### config.mk
export PLATFORM = sky130hd
export DESIGN_NAME = nearest_neighbor_resampler
export DESIGN_NICKNAME = d
export VERILOG_FILES = /design/src/sv/nnr_pkg.sv /design/src/sv/nearest_neighbor_resampler.sv /design/src/sv/nnr_front.sv /design/src/sv/nnr_queue.sv /design/src/sv/nnr_back.sv
export SDC_FILE = /design/constraint.sdc
export NUM_CORES = 1
export LEC_CHECK = 0
export BUFFER_PORTS_ARGS = -buffer_cell sky130_fd_sc_hd__clkbuf_2
export CAP_MARGIN = 20
export CORE_MARGIN = 2
export CORE_UTILIZATION = 33
export DETAILED_ROUTE_END_ITERATION = 10
export SYNTH_ARGS = -nofsm -noshare
export SYNTH_HDL_FRONTEND = slang
export SYNTH_SLANG_ARGS = --single-unit
### constraint.sdc
create_clock -name clk -period 4.6 [get_ports clk]
set_input_delay 0.46 -clock clk [delete_from_list [all_inputs] [get_ports clk]]
set_output_delay 0.46 -clock clk [all_outputs]
set_load 0.02 [all_outputs]
### src/sv/nnr_pkg.sv
// Types and constants shared by the nearest-neighbor resampler modules.
package nnr_pkg;

	localparam int ACCUM_W     = 32;
	localparam int FRAC_BITS   = 8;
	localparam int STEP_W      = 13;
	localparam int TOTAL_W     = 24;
	localparam int SAMPLE_W    = 16;
	localparam int CFG_IDX_W   = 2;
	localparam int CFG_DATA_W  = 24;
	localparam int MAX_RESULTS = 64;
	localparam int RUN_CNT_W   = $clog2(MAX_RESULTS);
	localparam int QUEUE_DEPTH = 2;
	localparam int QUEUE_PTR_W = $clog2(QUEUE_DEPTH);
	localparam int QUEUE_CNT_W = $clog2(QUEUE_DEPTH + 1);

	localparam logic [STEP_W-1:0] STEP_RESET    = 13'd256;
	localparam logic [7:0]        UNSIGNED_BIAS = 8'h80;

	typedef enum logic [CFG_IDX_W-1:0] {
		REG_PHASE_STEP,
		REG_SOURCE_WIDE,
		REG_RESULT_WIDE,
		REG_OUTPUT_TOTAL
	} reg_idx_t;

	typedef struct packed {
		logic signed [SAMPLE_W-1:0] value;
		logic                       first;
	} item_t;

	typedef struct packed {
		logic [STEP_W-1:0]  phase_step;
		logic [TOTAL_W-1:0] output_total;
	} cfg_t;

endpackage

### src/sv/nearest_neighbor_resampler.sv
// Nearest-neighbor sample-rate converter: top level joining front end, queue and output engine.
// Source samples enter on in_valid/in_stall with raw_sample and first_sample; a transfer
// happens on a clock edge with in_valid high and in_stall low. Results leave on
// out_valid/out_stall with out_value, run_end and sound_done. Registers are written over
// cfg_valid/cfg_ready with cfg_index and cfg_data; cfg_ready is always high.
// An accepted sample is converted at once and waits in a two-entry queue. The output engine
// takes one sample at a time; its accumulator add and position compare allow one result per
// cycle while the receiver does not stall. With the block idle, the first result of a sample
// passes the queue and the current-sample register before the output register presents it.
// Up to 64 results follow one sample, and run_end marks the last of them.
// When the receiver stalls, the output register holds its result and the engine waits;
// once the queue is full, in_stall rises. Reset clears the counters, the queue and the output
// valid flag, and sets the phase step to 256 with all other configuration registers zero.
module nearest_neighbor_resampler #(
	parameter int COUNT_BITS = 24
) (
	input  logic                                clk,
	input  logic                                arst_n,
	input  logic                                in_valid,
	output logic                                in_stall,
	input  logic [nnr_pkg::SAMPLE_W-1:0]        raw_sample,
	input  logic                                first_sample,
	output logic                                out_valid,
	input  logic                                out_stall,
	output logic signed [nnr_pkg::SAMPLE_W-1:0] out_value,
	output logic                                run_end,
	output logic                                sound_done,
	input  logic                                cfg_valid,
	output logic                                cfg_ready,
	input  logic [nnr_pkg::CFG_IDX_W-1:0]       cfg_index,
	input  logic [nnr_pkg::CFG_DATA_W-1:0]      cfg_data
);

	nnr_pkg::item_t front_item;
	nnr_pkg::item_t head;
	nnr_pkg::cfg_t  cfg;
	logic           full;
	logic           push;
	logic           pop;
	logic           head_valid;

	assign in_stall = full;
	assign push     = in_valid && !full;

	nnr_front u_front (
		.clk          (clk),
		.arst_n       (arst_n),
		.cfg_valid    (cfg_valid),
		.cfg_ready    (cfg_ready),
		.cfg_index    (cfg_index),
		.cfg_data     (cfg_data),
		.raw_sample   (raw_sample),
		.first_sample (first_sample),
		.item         (front_item),
		.cfg          (cfg)
	);

	nnr_queue u_queue (
		.clk        (clk),
		.arst_n     (arst_n),
		.push       (push),
		.push_item  (front_item),
		.full       (full),
		.pop        (pop),
		.head_valid (head_valid),
		.head       (head)
	);

	nnr_back #(
		.COUNT_BITS (COUNT_BITS)
	) u_back (
		.clk        (clk),
		.arst_n     (arst_n),
		.cfg        (cfg),
		.q_valid    (head_valid),
		.q_head     (head),
		.q_pop      (pop),
		.out_valid  (out_valid),
		.out_stall  (out_stall),
		.out_value  (out_value),
		.run_end    (run_end),
		.sound_done (sound_done)
	);

endmodule

### src/sv/nnr_front.sv
// Front end: configuration registers and conversion of source samples to result format.
module nnr_front (
	input  logic                                clk,
	input  logic                                arst_n,
	input  logic                                cfg_valid,
	output logic                                cfg_ready,
	input  logic [nnr_pkg::CFG_IDX_W-1:0]       cfg_index,
	input  logic [nnr_pkg::CFG_DATA_W-1:0]      cfg_data,
	input  logic [nnr_pkg::SAMPLE_W-1:0]        raw_sample,
	input  logic                                first_sample,
	output nnr_pkg::item_t                      item,
	output nnr_pkg::cfg_t                       cfg
);

	logic [nnr_pkg::STEP_W-1:0]   phase_step_q;
	logic [nnr_pkg::TOTAL_W-1:0]  output_total_q;
	logic                         source_wide_q;
	logic                         result_wide_q;
	logic [nnr_pkg::SAMPLE_W-1:0] wide;

	assign cfg_ready = 1'b1;

	always_ff @(posedge clk or negedge arst_n) begin
		if (!arst_n) begin
			phase_step_q   <= nnr_pkg::STEP_RESET;
			output_total_q <= '0;
			source_wide_q  <= 1'b0;
			result_wide_q  <= 1'b0;
		end else if (cfg_valid && cfg_ready) begin
			case (nnr_pkg::reg_idx_t'(cfg_index))
				nnr_pkg::REG_PHASE_STEP: begin
					phase_step_q <= cfg_data[nnr_pkg::STEP_W-1:0];
				end
				nnr_pkg::REG_SOURCE_WIDE: begin
					source_wide_q <= cfg_data[0];
				end
				nnr_pkg::REG_RESULT_WIDE: begin
					result_wide_q <= cfg_data[0];
				end
				nnr_pkg::REG_OUTPUT_TOTAL: begin
					output_total_q <= cfg_data[nnr_pkg::TOTAL_W-1:0];
				end
				default: begin
				end
			endcase
		end
	end

	// An 8-bit source is unsigned; flipping the top bit removes the offset of 128.
	always_comb begin
		if (source_wide_q) begin
			wide = raw_sample;
		end else begin
			wide = {raw_sample[7:0] ^ nnr_pkg::UNSIGNED_BIAS, 8'h00};
		end
		if (result_wide_q) begin
			item.value = wide;
		end else begin
			item.value = {{8{wide[15]}}, wide[15:8]};
		end
		item.first = first_sample;
	end

	assign cfg.phase_step   = phase_step_q;
	assign cfg.output_total = output_total_q;

endmodule

### src/sv/nnr_queue.sv
// Short queue of converted items between the front end and the output engine.
module nnr_queue (
	input  logic           clk,
	input  logic           arst_n,
	input  logic           push,
	input  nnr_pkg::item_t push_item,
	output logic           full,
	input  logic           pop,
	output logic           head_valid,
	output nnr_pkg::item_t head
);

	nnr_pkg::item_t                  entries_q [nnr_pkg::QUEUE_DEPTH];
	logic [nnr_pkg::QUEUE_PTR_W-1:0] wr_q;
	logic [nnr_pkg::QUEUE_PTR_W-1:0] rd_q;
	logic [nnr_pkg::QUEUE_CNT_W-1:0] cnt_q;

	assign full       = (cnt_q == nnr_pkg::QUEUE_CNT_W'(nnr_pkg::QUEUE_DEPTH));
	assign head_valid = (cnt_q != '0);
	assign head       = entries_q[rd_q];

	always_ff @(posedge clk) begin
		if (push) begin
			entries_q[wr_q] <= push_item;
		end
	end

	// The depth is a power of two, so the pointers wrap on their own.
	always_ff @(posedge clk or negedge arst_n) begin
		if (!arst_n) begin
			wr_q  <= '0;
			rd_q  <= '0;
			cnt_q <= '0;
		end else begin
			if (push) begin
				wr_q <= wr_q + nnr_pkg::QUEUE_PTR_W'(1);
			end
			if (pop) begin
				rd_q <= rd_q + nnr_pkg::QUEUE_PTR_W'(1);
			end
			case ({push, pop})
				2'b10:   cnt_q <= cnt_q + nnr_pkg::QUEUE_CNT_W'(1);
				2'b01:   cnt_q <= cnt_q - nnr_pkg::QUEUE_CNT_W'(1);
				default: cnt_q <= cnt_q;
			endcase
		end
	end

endmodule

### src/sv/nnr_back.sv
// Output engine: phase accumulator, source index and output counter, one result per cycle unless stalled.
module nnr_back #(
	parameter int COUNT_BITS = 24
) (
	input  logic                                clk,
	input  logic                                arst_n,
	input  nnr_pkg::cfg_t                       cfg,
	input  logic                                q_valid,
	input  nnr_pkg::item_t                      q_head,
	output logic                                q_pop,
	output logic                                out_valid,
	input  logic                                out_stall,
	output logic signed [nnr_pkg::SAMPLE_W-1:0] out_value,
	output logic                                run_end,
	output logic                                sound_done
);

	localparam int CMP_W = (COUNT_BITS > nnr_pkg::TOTAL_W) ? COUNT_BITS : nnr_pkg::TOTAL_W;

	logic [nnr_pkg::ACCUM_W-1:0]       accum_q;
	logic [COUNT_BITS-1:0]             index_q;
	logic [COUNT_BITS-1:0]             made_q;
	logic [nnr_pkg::RUN_CNT_W-1:0]     run_cnt_q;
	logic                              cur_valid_q;
	logic signed [nnr_pkg::SAMPLE_W-1:0] cur_value_q;

	logic [nnr_pkg::ACCUM_W-1:0] accum_nxt;
	logic [COUNT_BITS-1:0]       pos_cur;
	logic [COUNT_BITS-1:0]       pos_nxt;
	logic [COUNT_BITS-1:0]       made_nxt;
	logic [CMP_W-1:0]            total_ext;
	logic                        hit;
	logic                        more;
	logic                        emit;
	logic                        finish;

	assign accum_nxt = accum_q + nnr_pkg::ACCUM_W'(cfg.phase_step);
	assign pos_cur   = COUNT_BITS'(accum_q >> nnr_pkg::FRAC_BITS);
	assign pos_nxt   = COUNT_BITS'(accum_nxt >> nnr_pkg::FRAC_BITS);
	assign made_nxt  = made_q + COUNT_BITS'(1);
	assign total_ext = CMP_W'(cfg.output_total);

	// The current state yields an output; more tells whether the state after it yields
	// another one for the same source sample within the cap of 64 results, which marks the end of the run early.
	assign hit  = (CMP_W'(made_q) < total_ext) && (pos_cur == index_q);
	assign more = (run_cnt_q != nnr_pkg::RUN_CNT_W'(nnr_pkg::MAX_RESULTS - 1))
		&& (CMP_W'(made_nxt) < total_ext) && (pos_nxt == index_q);

	assign emit   = cur_valid_q && hit && (!out_valid || !out_stall);
	assign finish = cur_valid_q && (!hit || (emit && !more));
	assign q_pop  = q_valid && (!cur_valid_q || finish);

	always_ff @(posedge clk or negedge arst_n) begin
		if (!arst_n) begin
			accum_q     <= '0;
			index_q     <= '0;
			made_q      <= '0;
			run_cnt_q   <= '0;
			cur_valid_q <= 1'b0;
		end else begin
			// A first sample restarts every counter before its own outputs are decided.
			if (q_pop && q_head.first) begin
				accum_q <= '0;
				index_q <= '0;
				made_q  <= '0;
			end else begin
				if (emit) begin
					accum_q <= accum_nxt;
					made_q  <= made_nxt;
				end
				if (finish) begin
					index_q <= index_q + COUNT_BITS'(1);
				end
			end
			if (q_pop || finish) begin
				run_cnt_q <= '0;
			end else if (emit) begin
				run_cnt_q <= run_cnt_q + nnr_pkg::RUN_CNT_W'(1);
			end
			if (q_pop) begin
				cur_valid_q <= 1'b1;
			end else if (finish) begin
				cur_valid_q <= 1'b0;
			end
		end
	end

	always_ff @(posedge clk) begin
		if (q_pop) begin
			cur_value_q <= q_head.value;
		end
	end

	always_ff @(posedge clk or negedge arst_n) begin
		if (!arst_n) begin
			out_valid <= 1'b0;
		end else if (emit) begin
			out_valid <= 1'b1;
		end else if (!out_stall) begin
			out_valid <= 1'b0;
		end
	end

	always_ff @(posedge clk) begin
		if (emit) begin
			out_value  <= cur_value_q;
			run_end    <= !more;
			sound_done <= (CMP_W'(made_nxt) == total_ext);
		end
	end

endmodule

-- Yosys cells after proc, flatten, opt, wreduce, memory -nomap -nowiden
Memory sizes are Yosys's and may differ from the RTL's.
Index checks and enable logic that the tools add are counted.
- output and inout bits: 21
- logic and storage cells: 88
- memory bits (writable): 34
- bits in registers: 165
- input port bits: 48
- memories kept: 1
- memories (name ; words ; bits a word ; rd ports ; clocked after memory_dff ; write ports ; RTL line ; text):
    u_queue.entries_q ; 2 ; 17 ; 1 ; 0 ; 1 ; nnr_queue.sv:13 ; nnr_pkg::item_t entries_q [nnr_pkg::QUEUE_DEPTH];
- reduce and logical (&&, ||, !) cells: 31
- equal/unequal tests: 11
- multiplexer cells: 17
- add/subtract/negate cells: 8
- bitwise gates (word level): 1
- $lt $le $gt $ge: 2
- operators with widths (operator ; number):
    $mux W24 ; 4
    $eq A24 B24 Y1 ; 3
    $mux W32 ; 2
    $add A24 B1 Y24 const B ; 2
    $lt A24 B24 Y1 ; 2
    $add A32 B13 Y32 ; 1
    $mux W16 ; 1
    $mux W15 ; 1
    $mux W6 ; 2
    $reduce_bool A2 Y1 ; 6
    $logic_and A1 B1 Y1 ; 10
    $eq A2 B2 Y1 const B ; 4
    $reduce_and A2 Y1 ; 4
    $add A6 B1 Y6 const B ; 1
    $logic_not A1 Y1 ; 6
    $mux W1 ; 6
    $ne A6 B6 Y1 const B ; 1
    $eq A2 B1 Y1 const B ; 2
    $logic_or A1 B1 Y1 ; 4
    $pmux W2 S2 ; 1
    $add A1 B1 Y1 const B ; 2
    $add A2 B1 Y2 const B ; 1
    $logic_not A2 Y1 ; 1
    $ne A2 B1 Y1 const B ; 1
    other kinds (2) ; 2

-- Depth between registers and ports, before layout
- depth in word-level cells: 12
- depth in mapped cells: 26
- depth with buffers taken out: 25

-- By module
A second synthesis with hierarchy kept.
- cells, all modules: 1089
- area, all modules: 12070.3 um^2
- by module, submodules not included (module ; cells each ; instances ; sequential area each (um^2) ; area each (um^2)):
    nnr_back ; 898 ; 1 ; 3223.1 ; 8694.6
    nnr_front ; 121 ; 1 ; 977.2 ; 1898.1
    nnr_queue ; 69 ; 1 ; 1121.1 ; 1463.9
    nearest_neighbor_resampler ; 1 ; 1 ; 0.0 ; 13.8

-- Worst setup path after synthesis
OpenSTA, ideal clock, no wires.
- path type: reg-to-reg
- start: register u_back.made_q[0]
- end: register u_queue.cnt_q[1] (netlist bit)
- period minus slack after synthesis: 5.133 ns
- cell stages (with the launch flop): 26
- setup time: 0.079 ns
- required time: 4.521 ns
- buffers on the path: 1
- path slack: -0.533 ns
- arrival time: 5.054 ns
- cells stage by stage: dfrtp_1 -> ha_1 -> nand2_1 -> nor2_1 -> and3_1 -> and3_1 -> nand3_1 -> nor2_1 -> and3_1 -> clkbuf_1 -> nand3_1 -> xnor2_1 -> ha_1 -> nand4_1 -> or2_2 -> nor3_1 -> o31ai_1 -> o311a_1 -> nand4_1 -> nor4_2 -> a32oi_2 -> o22ai_2 -> inv_1 -> ha_1 -> nor2_1 -> xor2_1
- word-level cells in the longest chain between the ends: 12
- elaborated cells on any way between the ends: 19
- those cells by class: add/sub (1); order compare (2); eq/ne (2); mux (1); reduce/logical (13)
- RTL lines (item ; RTL line ; text):
    start, declared ; nnr_back.sv:22 ; logic [COUNT_BITS-1:0] made_q;
    start signal, assigned ; nnr_back.sv:69 ; made_q <= made_nxt;
    $add A24 B1 Y24 ; nnr_back.sv:40 ; assign made_nxt = made_q + COUNT_BITS'(1);
    $lt A24 B24 Y1 ; nnr_back.sv:47 ; && (CMP_W'(made_nxt) < total_ext) && (pos_nxt == index_q);
    $logic_and A1 B1 Y1 (2 in series) ; nnr_back.sv:47 ;
    $logic_not A1 Y1 ; nnr_back.sv:50 ; assign finish = cur_valid_q && (!hit || (emit && !more));
    $logic_and A1 B1 Y1 ; nnr_back.sv:50 ;
    $logic_or A1 B1 Y1 (*) ; nnr_back.sv:50 ;
    $logic_and A1 B1 Y1 (*) ; nnr_back.sv:50 ;
    $logic_or A1 B1 Y1 (*) ; nnr_back.sv:51 ; assign q_pop = q_valid && (!cur_valid_q || finish);
    $logic_and A1 B1 Y1 (*) ; nnr_back.sv:51 ;
    via pop ; nearest_neighbor_resampler.sv:39 ; logic pop;
    $eq A2 B1 Y1 or $eq A2 B2 Y1 (tied branches) ; nnr_queue.sv:41 ; case ({push, pop})
    $pmux W2 S2 or $reduce_bool A2 Y1 (tied branches) ; - ;
    end signal, assigned ; nnr_queue.sv:42 ; 2'b10: cnt_q <= cnt_q + nnr_pkg::QUEUE_CNT_W'(1);
    end signal, assigned ; nnr_queue.sv:43 ; 2'b01: cnt_q <= cnt_q - nnr_pkg::QUEUE_CNT_W'(1);
    end signal, assigned ; nnr_queue.sv:44 ; default: cnt_q <= cnt_q;
    end, declared ; nnr_queue.sv:16 ; logic [nnr_pkg::QUEUE_CNT_W-1:0] cnt_q;
Mark *: on every way through the listed nets, which the timed path passes. The rest lies on a longest branch.
A chain may end at the register's enable or synchronous reset.

-- Worst setup path in the final report
- start: register u_back.made_q[1]
- end: register u_queue.cnt_q[1] (netlist bit)
Same word-level chain as after synthesis.

==> qor.yml <==
finalCritPeriodShare_pct: 106
relSlewSlack_pct: 38.8
synthFlopType: "dfrtp_1"
coreArea_um2: 34400
synth.largest_area_cell: "dfrtp_1"
slew_violations: 0
hold_viol_final: 0
cts_tree: "done"
htree_num_levels: 4
place_congestion: 0.866
area_growth_syn_to_layout_pct: 20.0
yosysMostFrequentCell: "dfrtp_1"
viasPerCell: 5.12
routed_wl_um: 28000
synth_area_um2: 11500
leakage_uw: 0.00593
cp-end-kind: "register"
syn_nets: 1213
max-vdd-ir-drop_mv: 0.330
place_ws_ps: -510
dpl_cell_area_um2: 12700
crit_fanout: 4
synthArstFlopShare_pct: 65.8
vias: 8638
start_kind: "register"
setup_viol: 97
clock.fmax_mhz: 205
fin_area_um2: 13800
grt_pass1_wl_um: 45200
num_antenna_cells: 0
postRouteAntennaNets: 0
root_buffer: "clkbuf_16"
hp-class: "primary input to asynchronous set/reset pin"
yosys-top-cells-count: "dfrtp_1, nor2_1, nand2_1"
final_core_util_pct: 40.1
fin_crit_ps: 4870
arrival_ps: 5250
grt_max_degree: 94
rsz0062_at_grt: "true"
core.rowCount: 68
finClkSkew_ps: 13.8
avgSynthCellArea_um2: 10.4
grt_pass1_vias: 8562
synth_seq_area_share_pct: 46.3
violations: "negative setup slack"
drtPass1Iterations: 8
dp_hpwl_um: 19800
dp.cells: 1625
synth_cells: 1099
start_util_pct: 33.4
clk_pin_slew_ps: 80
synth_edf_count: 68
max-cap-violations: 0
cellPowerDensity_nw_per_um2: 541
clock_sinks: 199
antenna_found_initial: 0
timing.final.ws_setup_ps: -274
nNetsFinal: 1334
cp_data_required_time_ps: 4980
die_w_um: 191
yosys-top-cells-area: "dfrtp_1, edfxtp_1, ha_1, mux2_2, xnor2_1"
tightest_slew_ps: 917
final_cells: 1688
cts_buffers: 17
ys_ff_latch: 199
status: "finished with violations"
wl_per_cell_um: 16.6
clk_latency_ps: 450
die-area_um2: 36300
fillers: 3356
drc: 0
die_y_um: 191
io_pins: 69
track_usage_pct: 15.7
numPortBuffers: 67
cts.path.max_buffers: 2
yosysWarnings: 0
critPathKind: "register to register"
grt-ovfl-total: 0
ys_types: 77
drive_above_1_share_pct: 26.0
synth_top_area_share_pct: 28.3
dr.first_iter.drc_count: 526
==> power by group <==
part | switching (uW) | leakage [uW] | internal, uW
clock network | 776 | 0.000291 | 739
registers | 280 | 0.00236 | 2370
logic | 1950 | 0.00328 | 1340
==> worst max-delay path, cell delays in order, from the launching register on <==
cell	delay, ps
dfrtp_1	390
and3_4	190
and4_4	220
and3_4	180
and3_4	180
and3_4	180
and3_4	180
and2_4	150
nand4_1	140
xnor2_1	210
ha_1	280
nand4_1	100
or2_4	170
a311oi_2	50
a211oi_2	200
o311a_1	190
nand4_1	140
nor4_4	380
a32oi_2	160
buf_4	190
o22ai_4	170
clkinvlp_4	150
ha_4	180
xnor2_2	140
nor2_1	150
xor2_1	150
==> metrics by stage <==
step	hold slack (ps)	total power [uW]	TNS, ps
2_1_floorplan	164	4670	-1480
3_3_place_gp	404	5610	-28810
3_5_place_dp	408	5650	-40820
4_1_cts	147	7310	-15150
5_1_grt	189	7930	-42190
6_report	107	7460	-16420
==> final cells by class <==
cell class	count	area [um^2]	share of cell area, %
tap	455	569	4.13
clock inverter	14	161	1.17
timing repair buffer	148	1080	7.81
inverter	44	169	1.23
sequential	199	5320	38.6
clock buffer	18	429	3.11
multi-input combinational	810	6060	43.9
==> registers in the layout, summed over array words and instances (netlist names) <==
| register | cells |
|---|---|
| u_queue.rd_q | 1 |
| u_back.cur_valid_q | 1 |
| u_queue.entries_q | 34 |
| u_front.source_wide_q | 1 |
| u_queue.wr_q | 1 |
| u_back.out_valid | 1 |
| u_front.result_wide_q | 1 |
| u_back.sound_done | 1 |
| u_back.run_cnt_q | 6 |
| u_front.phase_step_q | 13 |
| u_back.cur_value_q | 16 |
| u_back.accum_q | 32 |
| u_front.output_total_q | 24 |
| u_back.made_q | 24 |
| u_back.index_q | 24 |
| u_queue.cnt_q | 2 |
| u_back.run_end | 1 |
| u_back.out_value | 16 |
==> repair_timing <==
item,CTS,global route
endpoints found under the hold margin,0,0
pin swaps,14,20
hold buffers,0,0
cloned,0,2
resized for setup,16,50
endpoints found under the setup margin,105,105
setup buffers,29,4
==> metal layers <==
layer | track usage [%] | part of all wire (%) | vias to the layer above
met5 | 0 | 0 | -
met4 | 4.71 | 1.9 | 0
met3 | 2.71 | 4.1 | 36
met2 | 26.0 | 47 | 169
met1 | 21.0 | 47 | 4232
li1 | - | - | 4201
==> final timing paths <==
kind	end	slack, ps	cells past startpoint	from
max in group asynchronous	u_front.phase_step_q[8]$_DFFE_PN1P_	3370	2	arst_n
min in group clk	u_queue.entries_q[0][0]$_DFFE_PP_	210	1	first_sample
worst min register to register	u_back.out_value[7]$_DFFE_PP_	430	0	u_back.cur_value_q[7]$_DFFE_PN_
worst max-delay path	u_queue.cnt_q[1]$_DFFE_PN0P_	-270	25	u_back.made_q[1]$_DFFE_PN0P_
worst max register to register	u_queue.cnt_q[1]$_DFFE_PN0P_	-270	25	u_back.made_q[1]$_DFFE_PN0P_
worst min-delay path	u_front.output_total_q[16]$_DFFE_PN0P_	110	1	arst_n
==> cells in the final DEF, fill, tap and decap left out, types with 16 or more instances in the layout <==
cell type,count
nor2_2,25
a21o_1,16
xor2_1,52
ha_1,63
buf_4,69
a21oi_2,16
a21oi_1,50
xnor2_1,59
nand4_1,29
nor2_1,87
o21ai_0,22
dfrtp_1,130
clkbuf_16,18
edfxtp_1,68
nand2_1,77
mux2i_1,27
mux2_2,54
inv_1,41
nand3_1,37
clkbuf_2,66
==> cell families (layout without fill, tap and decap cells) <==
logic type	count (synthesis)	after routing	synth area share (%)
xor gates and xnor gates	114	114	8.81
DFF	199	199	46.3
and+or+nand+nor	360	360	15.6
muxes	81	81	7.65
AOI/OAI and AO/OA	188	188	10.8
other	1	1	0.0327
adders and majority gates	66	66	7.26
buffers and inverters	90	224	3.53
No activity file was read; power rests on OpenSTA's default activity.
